===== src/rtl/ils_pkg.sv =====
// Shared types and constants of the indexed list store.
package ils_pkg;

   // Store geometry.
   localparam int CAPACITY = 64;
   localparam int ADDR_W   = $clog2(CAPACITY);
   localparam int LEN_W    = 7;
   localparam int DATA_W   = 32;

   // Action codes carried by a request beat.
   typedef enum logic [2:0] {
      ACT_READ       = 3'd0,
      ACT_INS_HEAD   = 3'd1,
      ACT_APPEND     = 3'd2,
      ACT_INS_POS    = 3'd3,
      ACT_DELETE     = 3'd4
   } action_type;

   // Status codes carried by a response beat.
   typedef enum logic [1:0] {
      STAT_DONE  = 2'd0,
      STAT_RANGE = 2'd1,
      STAT_FULL  = 2'd2
   } status_type;

   // Work that an accepted beat turns into, once checked against the length.
   typedef enum logic [1:0] {
      OP_NONE,
      OP_READ,
      OP_INSERT,
      OP_DELETE
   } op_kind_type;

   // Controller states.
   typedef enum logic [2:0] {
      S_IDLE,
      S_EXEC,
      S_SHIFT,
      S_READ_WAIT,
      S_RESPOND
   } ctrl_state_type;

   // Commands from the controller to the datapath.
   typedef struct packed {
      logic accept;
      logic mem_read;
      logic shift_write;
      logic place_write;
      logic len_inc;
      logic len_dec;
      logic capture_read;
   } ctrl_cmd_type;

   // Status from the datapath to the controller.
   typedef struct packed {
      op_kind_type kind;
      logic        shift_more;
   } dp_status_type;

endpackage


===== src/rtl/ils_req_if.sv =====
// Request channel of the indexed list store.
interface ils_req_if;
   import ils_pkg::*;

   logic                valid;
   logic                ready;
   logic [2:0]          action;
   logic [LEN_W-1:0]    position;
   logic signed [31:0]  value;

   modport source (output valid, output action, output position, output value,
                   input ready);
   modport sink   (input valid, input action, input position, input value,
                   output ready);
endinterface


===== src/rtl/ils_rsp_if.sv =====
// Response channel of the indexed list store.
interface ils_rsp_if;
   import ils_pkg::*;

   logic                valid;
   logic                ready;
   logic signed [31:0]  read_value;
   logic [1:0]          status;
   logic [LEN_W-1:0]    list_length;

   modport source (output valid, output read_value, output status,
                   output list_length, input ready);
   modport sink   (input valid, input read_value, input status,
                   input list_length, output ready);
endinterface


===== src/rtl/ils_ram.sv =====
// Generic simple dual-port RAM with one write port and a registered read port.
module ils_ram #(
   parameter int WIDTH = 32,
   parameter int DEPTH = 64
) (
   input  logic                     clock,
   input  logic                     wr_en,
   input  logic [$clog2(DEPTH)-1:0] wr_addr,
   input  logic [WIDTH-1:0]         wr_data,
   input  logic                     rd_en,
   input  logic [$clog2(DEPTH)-1:0] rd_addr,
   output logic [WIDTH-1:0]         rd_data
);

   logic [WIDTH-1:0] mem_ff [DEPTH];
   logic [WIDTH-1:0] rd_data_ff;

   // Write port.
   always_ff @(posedge clock) begin
      if (wr_en) begin
         mem_ff[wr_addr] <= wr_data;
      end
   end

   // Registered read port.
   always_ff @(posedge clock) begin
      if (rd_en) begin
         rd_data_ff <= mem_ff[rd_addr];
      end
   end

   assign rd_data = rd_data_ff;

endmodule


===== src/rtl/ils_ctrl.sv =====
// Controller state machine of the indexed list store.
module ils_ctrl (
   input  logic                   clock,
   input  logic                   reset,
   input  logic                   req_valid,
   output logic                   req_ready,
   output logic                   rsp_valid,
   input  logic                   rsp_ready,
   input  ils_pkg::dp_status_type dp_status,
   output ils_pkg::ctrl_cmd_type  cmd
);
   import ils_pkg::*;

   ctrl_state_type state_ff;
   ctrl_state_type state_in;

   // State register.
   always_ff @(posedge clock) begin
      if (reset) begin
         state_ff <= S_IDLE;
      end else begin
         state_ff <= state_in;
      end
   end

   // Next state.
   always_comb begin
      state_in = state_ff;
      unique case (state_ff)
         S_IDLE: begin
            if (req_valid) begin
               state_in = S_EXEC;
            end
         end
         S_EXEC: begin
            unique case (dp_status.kind) inside
               OP_READ:   state_in = S_READ_WAIT;
               OP_INSERT,
               OP_DELETE: state_in = dp_status.shift_more ? S_SHIFT : S_RESPOND;
               default:   state_in = S_RESPOND;
            endcase
         end
         S_SHIFT:     state_in = S_EXEC;
         S_READ_WAIT: state_in = S_RESPOND;
         S_RESPOND: begin
            if (rsp_ready) begin
               state_in = S_IDLE;
            end
         end
         default:     state_in = S_IDLE;
      endcase
   end

   // Outputs and datapath commands.
   always_comb begin
      cmd       = '0;
      req_ready = 1'b0;
      rsp_valid = 1'b0;
      unique case (state_ff)
         S_IDLE: begin
            req_ready  = 1'b1;
            cmd.accept = req_valid;
         end
         S_EXEC: begin
            unique case (dp_status.kind)
               OP_READ: cmd.mem_read = 1'b1;
               OP_INSERT: begin
                  if (dp_status.shift_more) begin
                     cmd.mem_read = 1'b1;
                  end else begin
                     cmd.place_write = 1'b1;
                     cmd.len_inc     = 1'b1;
                  end
               end
               OP_DELETE: begin
                  if (dp_status.shift_more) begin
                     cmd.mem_read = 1'b1;
                  end else begin
                     cmd.len_dec = 1'b1;
                  end
               end
               default: ;
            endcase
         end
         S_SHIFT:     cmd.shift_write  = 1'b1;
         S_READ_WAIT: cmd.capture_read = 1'b1;
         S_RESPOND:   rsp_valid        = 1'b1;
         default: ;
      endcase
   end

endmodule


===== src/rtl/ils_dpath.sv =====
// Datapath of the indexed list store: decode, cursor, length, entry RAM, response.
module ils_dpath (
   input  logic                        clock,
   input  logic                        reset,
   input  ils_pkg::ctrl_cmd_type       cmd,
   output ils_pkg::dp_status_type      dp_status,
   input  logic [2:0]                  req_action,
   input  logic [ils_pkg::LEN_W-1:0]   req_position,
   input  logic signed [31:0]          req_value,
   output logic signed [31:0]          rsp_read_value,
   output logic [1:0]                  rsp_status,
   output logic [ils_pkg::LEN_W-1:0]   rsp_list_length
);
   import ils_pkg::*;

   logic [LEN_W-1:0]    length_ff;
   logic [LEN_W-1:0]    cursor_ff;
   logic [LEN_W-1:0]    target_ff;
   op_kind_type         kind_ff;
   logic signed [31:0]  value_ff;
   logic signed [31:0]  rd_ff;
   status_type          status_ff;

   op_kind_type         dec_kind;
   status_type          dec_status;
   logic signed [31:0]  dec_rd;
   logic [LEN_W-1:0]    dec_target;
   logic [LEN_W-1:0]    dec_cursor;
   logic [LEN_W-1:0]    ins_place;

   logic [LEN_W-1:0]    cursor_dec;
   logic [LEN_W-1:0]    cursor_inc;
   logic [ADDR_W-1:0]   rd_addr;
   logic [ADDR_W-1:0]   wr_addr;
   logic [DATA_W-1:0]   wr_data;
   logic [DATA_W-1:0]   rd_data;

   // Check an incoming beat against the current length.
   always_comb begin
      dec_kind   = OP_NONE;
      dec_status = STAT_RANGE;
      dec_rd     = '0;
      dec_target = req_position;
      dec_cursor = req_position;
      ins_place  = req_position;
      unique case (action_type'(req_action)) inside
         ACT_READ: begin
            if (req_position < length_ff) begin
               dec_kind   = OP_READ;
               dec_status = STAT_DONE;
            end else begin
               dec_rd = -32'sd1;
            end
         end
         ACT_INS_HEAD, ACT_APPEND, ACT_INS_POS: begin
            if (action_type'(req_action) == ACT_INS_HEAD) begin
               ins_place = '0;
            end else if (action_type'(req_action) == ACT_APPEND) begin
               ins_place = length_ff;
            end
            dec_target = ins_place;
            dec_cursor = length_ff;
            if (ins_place > length_ff) begin
               dec_status = STAT_RANGE;
            end else if (length_ff >= LEN_W'(CAPACITY)) begin
               dec_status = STAT_FULL;
            end else begin
               dec_kind   = OP_INSERT;
               dec_status = STAT_DONE;
            end
         end
         ACT_DELETE: begin
            if (req_position < length_ff) begin
               dec_kind   = OP_DELETE;
               dec_status = STAT_DONE;
            end
         end
         default: ;
      endcase
   end

   // Latch the decoded beat and keep the response fields.
   always_ff @(posedge clock) begin
      if (cmd.accept) begin
         kind_ff   <= dec_kind;
         status_ff <= dec_status;
         rd_ff     <= dec_rd;
         target_ff <= dec_target;
         value_ff  <= req_value;
      end else if (cmd.capture_read) begin
         rd_ff <= $signed(rd_data);
      end
   end

   assign cursor_dec = cursor_ff - LEN_W'(1);
   assign cursor_inc = cursor_ff + LEN_W'(1);

   // Shift cursor: walks down on an insert and up on a delete.
   always_ff @(posedge clock) begin
      if (cmd.accept) begin
         cursor_ff <= dec_cursor;
      end else if (cmd.shift_write) begin
         cursor_ff <= (kind_ff == OP_INSERT) ? cursor_dec : cursor_inc;
      end
   end

   // Length count.
   always_ff @(posedge clock) begin
      if (reset) begin
         length_ff <= '0;
      end else if (cmd.len_inc) begin
         length_ff <= length_ff + LEN_W'(1);
      end else if (cmd.len_dec) begin
         length_ff <= length_ff - LEN_W'(1);
      end
   end

   // Whether another entry still has to move.
   always_comb begin
      dp_status.kind = kind_ff;
      if (kind_ff == OP_INSERT) begin
         dp_status.shift_more = cursor_ff > target_ff;
      end else begin
         dp_status.shift_more = cursor_inc < length_ff;
      end
   end

   // RAM addressing: a shift reads the neighbour and writes it at the cursor.
   always_comb begin
      case (kind_ff)
         OP_INSERT: rd_addr = cursor_dec[ADDR_W-1:0];
         OP_DELETE: rd_addr = cursor_inc[ADDR_W-1:0];
         default:   rd_addr = target_ff[ADDR_W-1:0];
      endcase
      wr_addr = cmd.shift_write ? cursor_ff[ADDR_W-1:0] : target_ff[ADDR_W-1:0];
      wr_data = cmd.shift_write ? rd_data : DATA_W'(value_ff);
   end

   ils_ram #(
      .WIDTH (DATA_W),
      .DEPTH (CAPACITY)
   ) u_ram (
      .clock   (clock),
      .wr_en   (cmd.shift_write | cmd.place_write),
      .wr_addr (wr_addr),
      .wr_data (wr_data),
      .rd_en   (cmd.mem_read),
      .rd_addr (rd_addr),
      .rd_data (rd_data)
   );

   assign rsp_read_value  = rd_ff;
   assign rsp_status      = status_ff;
   assign rsp_list_length = length_ff;

endmodule


===== src/rtl/indexed_list_store.sv =====
// Top level of the indexed list store.
//
// The store holds an ordered list of up to 64 signed 32-bit values in one
// RAM. A request beat on req_ch carries an action (read, insert at head,
// append, insert before a position, delete) with a position and a value.
// Each request gives exactly one response beat on rsp_ch with the value
// read, a status (done, out of range, full) and the length afterwards.
// Requests are handled one at a time: req_ch.ready is high only while the
// block is idle. An action that moves no entry or is rejected goes from
// execute straight to the response; a read first waits for the registered
// RAM read. An insert or a delete moves the n entries behind the position
// (up to 63) one by one, each move being one RAM read followed by one RAM
// write on the shared port pair.
// The response is held in registers until rsp_ch.ready is high; the next
// request is taken in the cycle after that beat. Reset empties the list at
// once (the length goes to zero); no clearing pass runs over the RAM.
module indexed_list_store (
   input  logic  clock,
   input  logic  reset,
   ils_req_if.sink   req_ch,
   ils_rsp_if.source rsp_ch
);
   import ils_pkg::*;

   ctrl_cmd_type  cmd;
   dp_status_type dp_status;

   // Sequencer.
   ils_ctrl u_ctrl (
      .clock     (clock),
      .reset     (reset),
      .req_valid (req_ch.valid),
      .req_ready (req_ch.ready),
      .rsp_valid (rsp_ch.valid),
      .rsp_ready (rsp_ch.ready),
      .dp_status (dp_status),
      .cmd       (cmd)
   );

   // Storage and response registers.
   ils_dpath u_dpath (
      .clock           (clock),
      .reset           (reset),
      .cmd             (cmd),
      .dp_status       (dp_status),
      .req_action      (req_ch.action),
      .req_position    (req_ch.position),
      .req_value       (req_ch.value),
      .rsp_read_value  (rsp_ch.read_value),
      .rsp_status      (rsp_ch.status),
      .rsp_list_length (rsp_ch.list_length)
   );

endmodule

===== src/flat_wrapper.sv =====
// flat-port wrapper written by rule: the top's interface ports become plain ports
module indexed_list_store_flat import ils_pkg::*;
  (clock, reset, req_ch_valid, req_ch_action, req_ch_position, req_ch_value, req_ch_ready, rsp_ch_valid, rsp_ch_read_value, rsp_ch_status, rsp_ch_list_length, rsp_ch_ready);
  ils_req_if req_ch_i ();
  ils_rsp_if rsp_ch_i ();
  input  logic clock;
  input  logic reset;
  input wire logic [$bits(req_ch_i.valid)-1:0] req_ch_valid;
  input wire logic [$bits(req_ch_i.action)-1:0] req_ch_action;
  input wire logic [$bits(req_ch_i.position)-1:0] req_ch_position;
  input wire logic [$bits(req_ch_i.value)-1:0] req_ch_value;
  output wire logic [$bits(req_ch_i.ready)-1:0] req_ch_ready;
  output wire logic [$bits(rsp_ch_i.valid)-1:0] rsp_ch_valid;
  output wire logic [$bits(rsp_ch_i.read_value)-1:0] rsp_ch_read_value;
  output wire logic [$bits(rsp_ch_i.status)-1:0] rsp_ch_status;
  output wire logic [$bits(rsp_ch_i.list_length)-1:0] rsp_ch_list_length;
  input wire logic [$bits(rsp_ch_i.ready)-1:0] rsp_ch_ready;
  assign req_ch_i.valid = req_ch_valid;
  assign req_ch_i.action = req_ch_action;
  assign req_ch_i.position = req_ch_position;
  assign req_ch_i.value = req_ch_value;
  assign req_ch_ready = req_ch_i.ready;
  assign rsp_ch_valid = rsp_ch_i.valid;
  assign rsp_ch_read_value = rsp_ch_i.read_value;
  assign rsp_ch_status = rsp_ch_i.status;
  assign rsp_ch_list_length = rsp_ch_i.list_length;
  assign rsp_ch_i.ready = rsp_ch_ready;
  indexed_list_store u_core (.clock(clock), .reset(reset), .req_ch(req_ch_i), .rsp_ch(rsp_ch_i));
endmodule

===== config.mk =====
export PLATFORM = sky130hd
export DESIGN_NAME = indexed_list_store_flat
export DESIGN_NICKNAME = d
export VERILOG_FILES = /design/src/rtl/ils_pkg.sv /design/src/rtl/ils_req_if.sv /design/src/rtl/ils_rsp_if.sv /design/src/rtl/ils_ram.sv /design/src/rtl/ils_ctrl.sv /design/src/rtl/ils_dpath.sv /design/src/rtl/indexed_list_store.sv /design/src/flat_wrapper.sv
export SDC_FILE = /design/constraint.sdc
export NUM_CORES = 2
export LEC_CHECK = 0
export ABC_CLOCK_PERIOD_IN_PS = 12000
export BUFFER_PORTS_ARGS = -buffer_cell sky130_fd_sc_hd__buf_2
export CORE_ASPECT_RATIO = 0.7
export CORE_MARGIN = 5
export CORE_UTILIZATION = 40
export CTS_CLUSTER_SIZE = 30
export DETAILED_ROUTE_END_ITERATION = 8
export GPL_ROUTABILITY_DRIVEN = 0
export HOLD_SLACK_MARGIN = 0.05
export PLACE_DENSITY = 0.58
export SLEW_MARGIN = 0
export SYNTH_ARGS = -nofsm -noshare
export SYNTH_HDL_FRONTEND = slang
export SYNTH_SLANG_ARGS = --single-unit

===== constraint.sdc =====
create_clock -name clock -period 12 [get_ports clock]
set_input_delay 1.2 -clock clock [delete_from_list [all_inputs] [get_ports clock]]
set_output_delay 1.2 -clock clock [all_outputs]
set_load 0.01 [all_outputs]

Yosys cells after proc, flatten, opt, wreduce, memory -nomap -nowiden --
Memories as Yosys holds them, arrays and structs flattened. A register that Yosys moved wholly into a read port is not among the register bits. Index checks and enable logic that the tools add are counted.
Storage, ports and cells: bits in registers 92, RAM bits 2048, input bits 46, output and inout port bits 43, logic and storage cells 88, memories kept 1
Memory list:
- u_core.u_dpath.u_ram.mem_ff | words 64, bits a word 32, rd ports 1, clocked after memory_dff 1, wr ports 1, line ils_ram.sv:15 | logic [WIDTH-1:0] mem_ff [DEPTH];
Cells by class: add/sub/neg operators 4, $lt $le $gt $ge 5, equal/unequal tests 13, multiplexer cells 47, bitwise operators 1, reduce and logical (&&, ||, !) cells 9
Operators by type and width (number):
- $mux W32 | 5
- $mux W7 | 10
- $pmux W3 S5 | 1
- $add A7 B1 Y7 const B | 2
- $gt A7 B7 Y1 | 2
- $lt A7 B7 Y1 | 2
- $mux W1 | 14
- $mux W2 | 7
- $sub A7 B1 Y7 const B | 2
- $eq A3 B2 Y1 const B | 4
- $mux W3 | 4
- $pmux W6 S2 | 1
- $ge A7 B7 Y1 const B | 1
- $eq A3 B1 Y1 const B | 2
- $eq A3 B3 Y1 const B | 2
- $logic_not A3 Y1 | 2
- $mux W6 | 1
- $pmux W2 S3 | 1
- $pmux W3 S2 | 1
- $reduce_bool A2 Y1 | 3
- $eq A2 B2 Y1 const B | 2
- $ne A2 B2 Y1 const B | 2
- $pmux W2 S2 | 1
- $reduce_or A2 Y1 | 2
- other kinds (5) | 5

Depth between registers and ports, before layout --
depth in word-level cells 9, mapped depth 17, depth with buffers taken out 16

By module --
Synthesis repeated with hierarchy kept, for this count alone.
Second synthesis, totals: cells, all modules 3813, area, all modules 84129.4 um^2
Modules (own cells, without submodules):
- ils_ram | times used 1, cells each 3324, area each 78835.6 um^2, seq. area each 62459.9 um^2
- ils_dpath | times used 1, cells each 462, area each 5052.3 um^2, seq. area each 2602.5 um^2
- ils_ctrl | times used 1, cells each 27, area each 241.5 um^2, seq. area each 60.1 um^2

Worst setup path before layout --
OpenSTA, ideal clock, no wires.
path type register to register, start register u_core.u_dpath.target_ff[4], end memory u_core.u_dpath.u_ram.mem_ff[13][0], enable pin, setup time 0.421 ns, data arrival time 3.616 ns, required time 11.579 ns, path slack 7.963 ns, stages on the path, launching flop included 10, buffers on the path 0, period minus slack after synthesis 4.037 ns, cells stage by stage edfxtp_1 -> inv_1 -> ha_1 -> a21o_1 -> a21o_1 -> a211oi_1 -> o211ai_1 -> o22ai_1 -> nand2_1 -> nor2_1
On the way: longest elaborated chain between the ends 8, elaborated cells on any way between the ends 9, classes of those cells 1 x order compare; 7 x mux; 1 x bitwise
RTL lines:
- start: declaration | line ils_dpath.sv:18 | logic [LEN_W-1:0] target_ff;
- start signal: assignment | line ils_dpath.sv:88 | target_ff <= dec_target;
- $gt A7 B7 Y1 | line ils_dpath.sv:122 | dp_status.shift_more = cursor_ff > target_ff;
- $mux W1 | line ils_dpath.sv:121 | if (kind_ff == OP_INSERT) begin
- $mux W2 | line ils_ctrl.sv:68 | if (dp_status.shift_more) begin
- $mux W2 | line ils_ctrl.sv:65 | unique case (dp_status.kind)
- $mux W3 | line ils_ctrl.sv:59 | unique case (state_ff)
- $or A1 B1 Y1 | line ils_dpath.sv:144 | .wr_en (cmd.shift_write | cmd.place_write),
- $mux W1 | line ils_ram.sv:20 | if (wr_en) begin
- $mux W1 (implied by the code) | line ils_ram.sv:21 | mem_ff[wr_addr] <= wr_data;
- end: declaration | line ils_ram.sv:15
Parallel ways exist; a longest one is shown, timed or not.

Worst setup path in the final report --
start register u_core.u_dpath.cursor_ff[0], end register u_core.u_dpath.u_ram.rd_data_ff[8] (netlist: u_core.u_dpath.u_ram.rd_data[8]), read port of u_core.u_dpath.u_ram.mem_ff, data pin
On the way: longest elaborated chain between the ends 6, elaborated cells on any way between the ends 9, classes of those cells 2 x add/sub; 2 x order compare; 5 x mux
RTL lines:
- start: declaration | line ils_dpath.sv:17 | logic [LEN_W-1:0] cursor_ff;
- start signal: assignment | line ils_dpath.sv:101 | cursor_ff <= dec_cursor;
- start signal: assignment | line ils_dpath.sv:103 | cursor_ff <= (kind_ff == OP_INSERT) ? cursor_dec : cursor_inc;
- $add A7 B1 Y7 | line ils_dpath.sv:96 | assign cursor_inc = cursor_ff + LEN_W'(1);
- $lt A7 B7 Y1 | line ils_dpath.sv:124 | dp_status.shift_more = cursor_inc < length_ff;
- $mux W1 | line ils_dpath.sv:121
- $mux W1 | line ils_ctrl.sv:68, ils_ctrl.sv:76
- $pmux W1 S2 | line ils_ctrl.sv:65
- $mux W1 | line ils_ctrl.sv:59
- end: declaration | line ils_ram.sv:16 | logic [WIDTH-1:0] rd_data_ff;
Parallel ways exist; a longest one is shown, timed or not. A chain may end at the register's enable or synchronous reset.

==> qor.yml <==
antenna_found_initial: 5
track_usage: 0.216
yosys_register_bits: 2172
synthesis.nets: 6468
synth_top_area_cell: "edfxtp_1"
tightestPinTransition_ps: 1520
rsz0062_at_grt: "false"
wl_met1_microns: 114000
io_buffers: 88
crit_type: "reg -> reg"
grt_pass1_vias: 50700
ys_warn_count: 0
cts.clk_slew.worst_paths_ps: 60
grt_max_degree: 185
grt_pass1_wl_microns: 364000
ioPinCount: 89
finalSetupViolations: 0
leakage_nw: 32.7
vdd_drop_max_mv: 0.127
synth_top_cells_by_area: "edfxtp_1 75%, nand2_1 7.6%, nand3_1 3.6%"
final_antenna_net_count: 0
rr_worst_depth: 13
arrival_ps: 6240
die_y_microns: 400
die_x_microns: 567
ys_types: 52
clock_latency_ps: 860
yosys.area.top_type_share: 0.747
start_util: 0.401
finalSetupTns_ps: 0
hold_buffers: 0
place_inst: 9089
post_route_cells_drive_above_1_share: 0.107
syn_area_per_cell_sq_um: 13.6
drtPass1Iterations: 6
drtIter0Drc: 7588
cts_tree: "yes"
drt-total-wl_microns: 252000
cap_violations: 1
hpwl_microns: 137000
fin_skew_ps: 63.4
synthFlopType: "edfxtp_1"
synth-edff-count: 2162
fp.coreArea_sq_um: 216000
max_freq_mhz: 179
synthTopCellsByCount: "2162 x edfxtp_1, 1770 x nand2_1, 622 x nand3_1, 308 x a21oi_1, 224 x clkbuf_1"
cp-end-kind: "register"
die_area_sq_um: 227000
min_period_ps: 5590
cts_buffers: 203
wl_met3_microns: 25200
slew_headroom: -0.0240
hold_path.class: "in -> reg"
status: "complete, but fails checks"
power.density_nw_per_um2: 196
syn_inst: 6388
final-max-slew-violation-count: 2
area_growth_pct: 12.2
period_share: 0.466
cp_max_fo: 82
yosys.cell_count.top_type: "edfxtp_1"
wl_met2_microns: 107000
netlist_area_sq_um: 86900
rows: 143
total_power_mw: 19.1
h-tree-depth: 4
topRoutingLayerUsed: "met4"
grt_remaining_overflow: 0
vias: 54700
r2r_start: "u_core.u_dpath.cursor_ff[0]$_DFFE_PP_"
hold_viol: 0
layout.nets: 6474
post_cts_resize_count: 0
detail_route.wl_per_cell_microns: 26.7
stdcell_count: 9455
cts_num_sinks: 2172
post_cts_buffers: 0
drc: 0
required_ps: 12650
cts_root_buf: "clkbuf_16"
start_kind: "register"
violations: "capacitance limit, slew limit"
holdPathStages: 1
seq_area_frac_synth: 0.750
cts.path.max_buffers: 4
routed_via_density: 5.79
crit_start: "u_core.u_dpath.cursor_ff[0]$_DFFE_PP_"
async_flop_share: 0
hold_start: "req_ch_value[6]"
[logic make-up after synthesis]
family / Yosys count / synth area share
muxes: 71 / 0.0171
AOI/OAI and AO/OA: 840 / 0.0655
and+or+nand+nor: 2786 / 0.138
xor gates and xnor gates: 22 / 0.00222
adders and majority gates: 34 / 0.00498
DFF: 2172 / 0.750
buffers and inverters: 463 / 0.0224
[registers in the layout, indices dropped and copies added (netlist names)]
register / count
u_core.u_dpath.u_ram.mem_ff: 2048
u_core.u_dpath.u_ram.rd_data: 32
u_core.u_dpath.kind_ff: 2
u_core.u_ctrl.state_ff: 3
u_core.u_dpath.rsp_status: 2
u_core.u_dpath.cursor_ff: 7
u_core.u_dpath.target_ff: 7
u_core.u_dpath.rsp_list_length: 7
u_core.u_dpath.value_ff: 32
u_core.u_dpath.rsp_read_value: 32
[path summary, 6_finish.rpt]
check	to	slack (ps)
setup reg to reg	u_core.u_dpath.u_ram.rd_data[8]$_DFFE_PP_	6410
hold / removal	u_core.u_dpath.value_ff[6]$_DFFE_PP_	540
hold reg to reg	u_core.u_dpath.rsp_list_length[6]$_SDFFE_PP0P_	600
setup / recovery	u_core.u_dpath.u_ram.rd_data[8]$_DFFE_PP_	6410
[worst max-delay path, cell delays in order (launching register included)]
cell	delay, ps
edfxtp_1	570
inv_1	160
ha_1	280
mux2i_1	220
mux2_2	380
buf_4	250
nand2_4	590
buf_4	710
buf_4	830
a211oi_1	170
a311oi_1	320
a311oi_1	80
or4_1	600
nand4_1	110
[area by class of cell]
type	instances	area [sq um]
inverter	20	75.1
clock buffer	247	5330
antenna	1	2.50
multi-input combinational	3753	20500
tap	2900	3630
clock inverter	118	1070
sequential	2172	65100
timing repair buffer	244	1730
fill	19200	119000
[power breakdown]
part | total (mW) | internal (mW) | switching [mW]
registers | 8.80 | 8.69 | 0.110
clock network | 6.36 | 3.58 | 2.78
logic | 3.96 | 1.07 | 2.90
total | 19.1 | 13.3 | 5.79
[stage by stage]
stage,utilization,hold slack [ps],area (sq um),setup WS [ps]
2_1_floorplan,-,521,86900,7960
3_3_place_gp,0.420,582,91000,5990
3_5_place_dp,0.421,584,91100,6480
4_1_cts,0.450,481,97500,6470
5_1_grt,0.450,503,97500,6080
6_report,0.450,538,97500,6410
[layer usage]
layer,up-vias,GRT usage
met3,334,0.0425
met4,0,0.0518
li1,23900,-
met2,2742,0.311
met5,-,0
met1,27700,0.335
[placed cells by master, fill, tap and decap left out, types with 51 or more instances in the layout]
cell type  count
buf_4        137
mux4_2        62
clkinv_1      51
buf_2         96
and3_1       162
nand3_1      622
edfxtp_1    2162
a31oi_1       68
a311oi_1     192
nor2_4        65
clkbuf_16    207
a21oi_1      307
nand2_1     1734
Power figures use the tool's default switching activity.
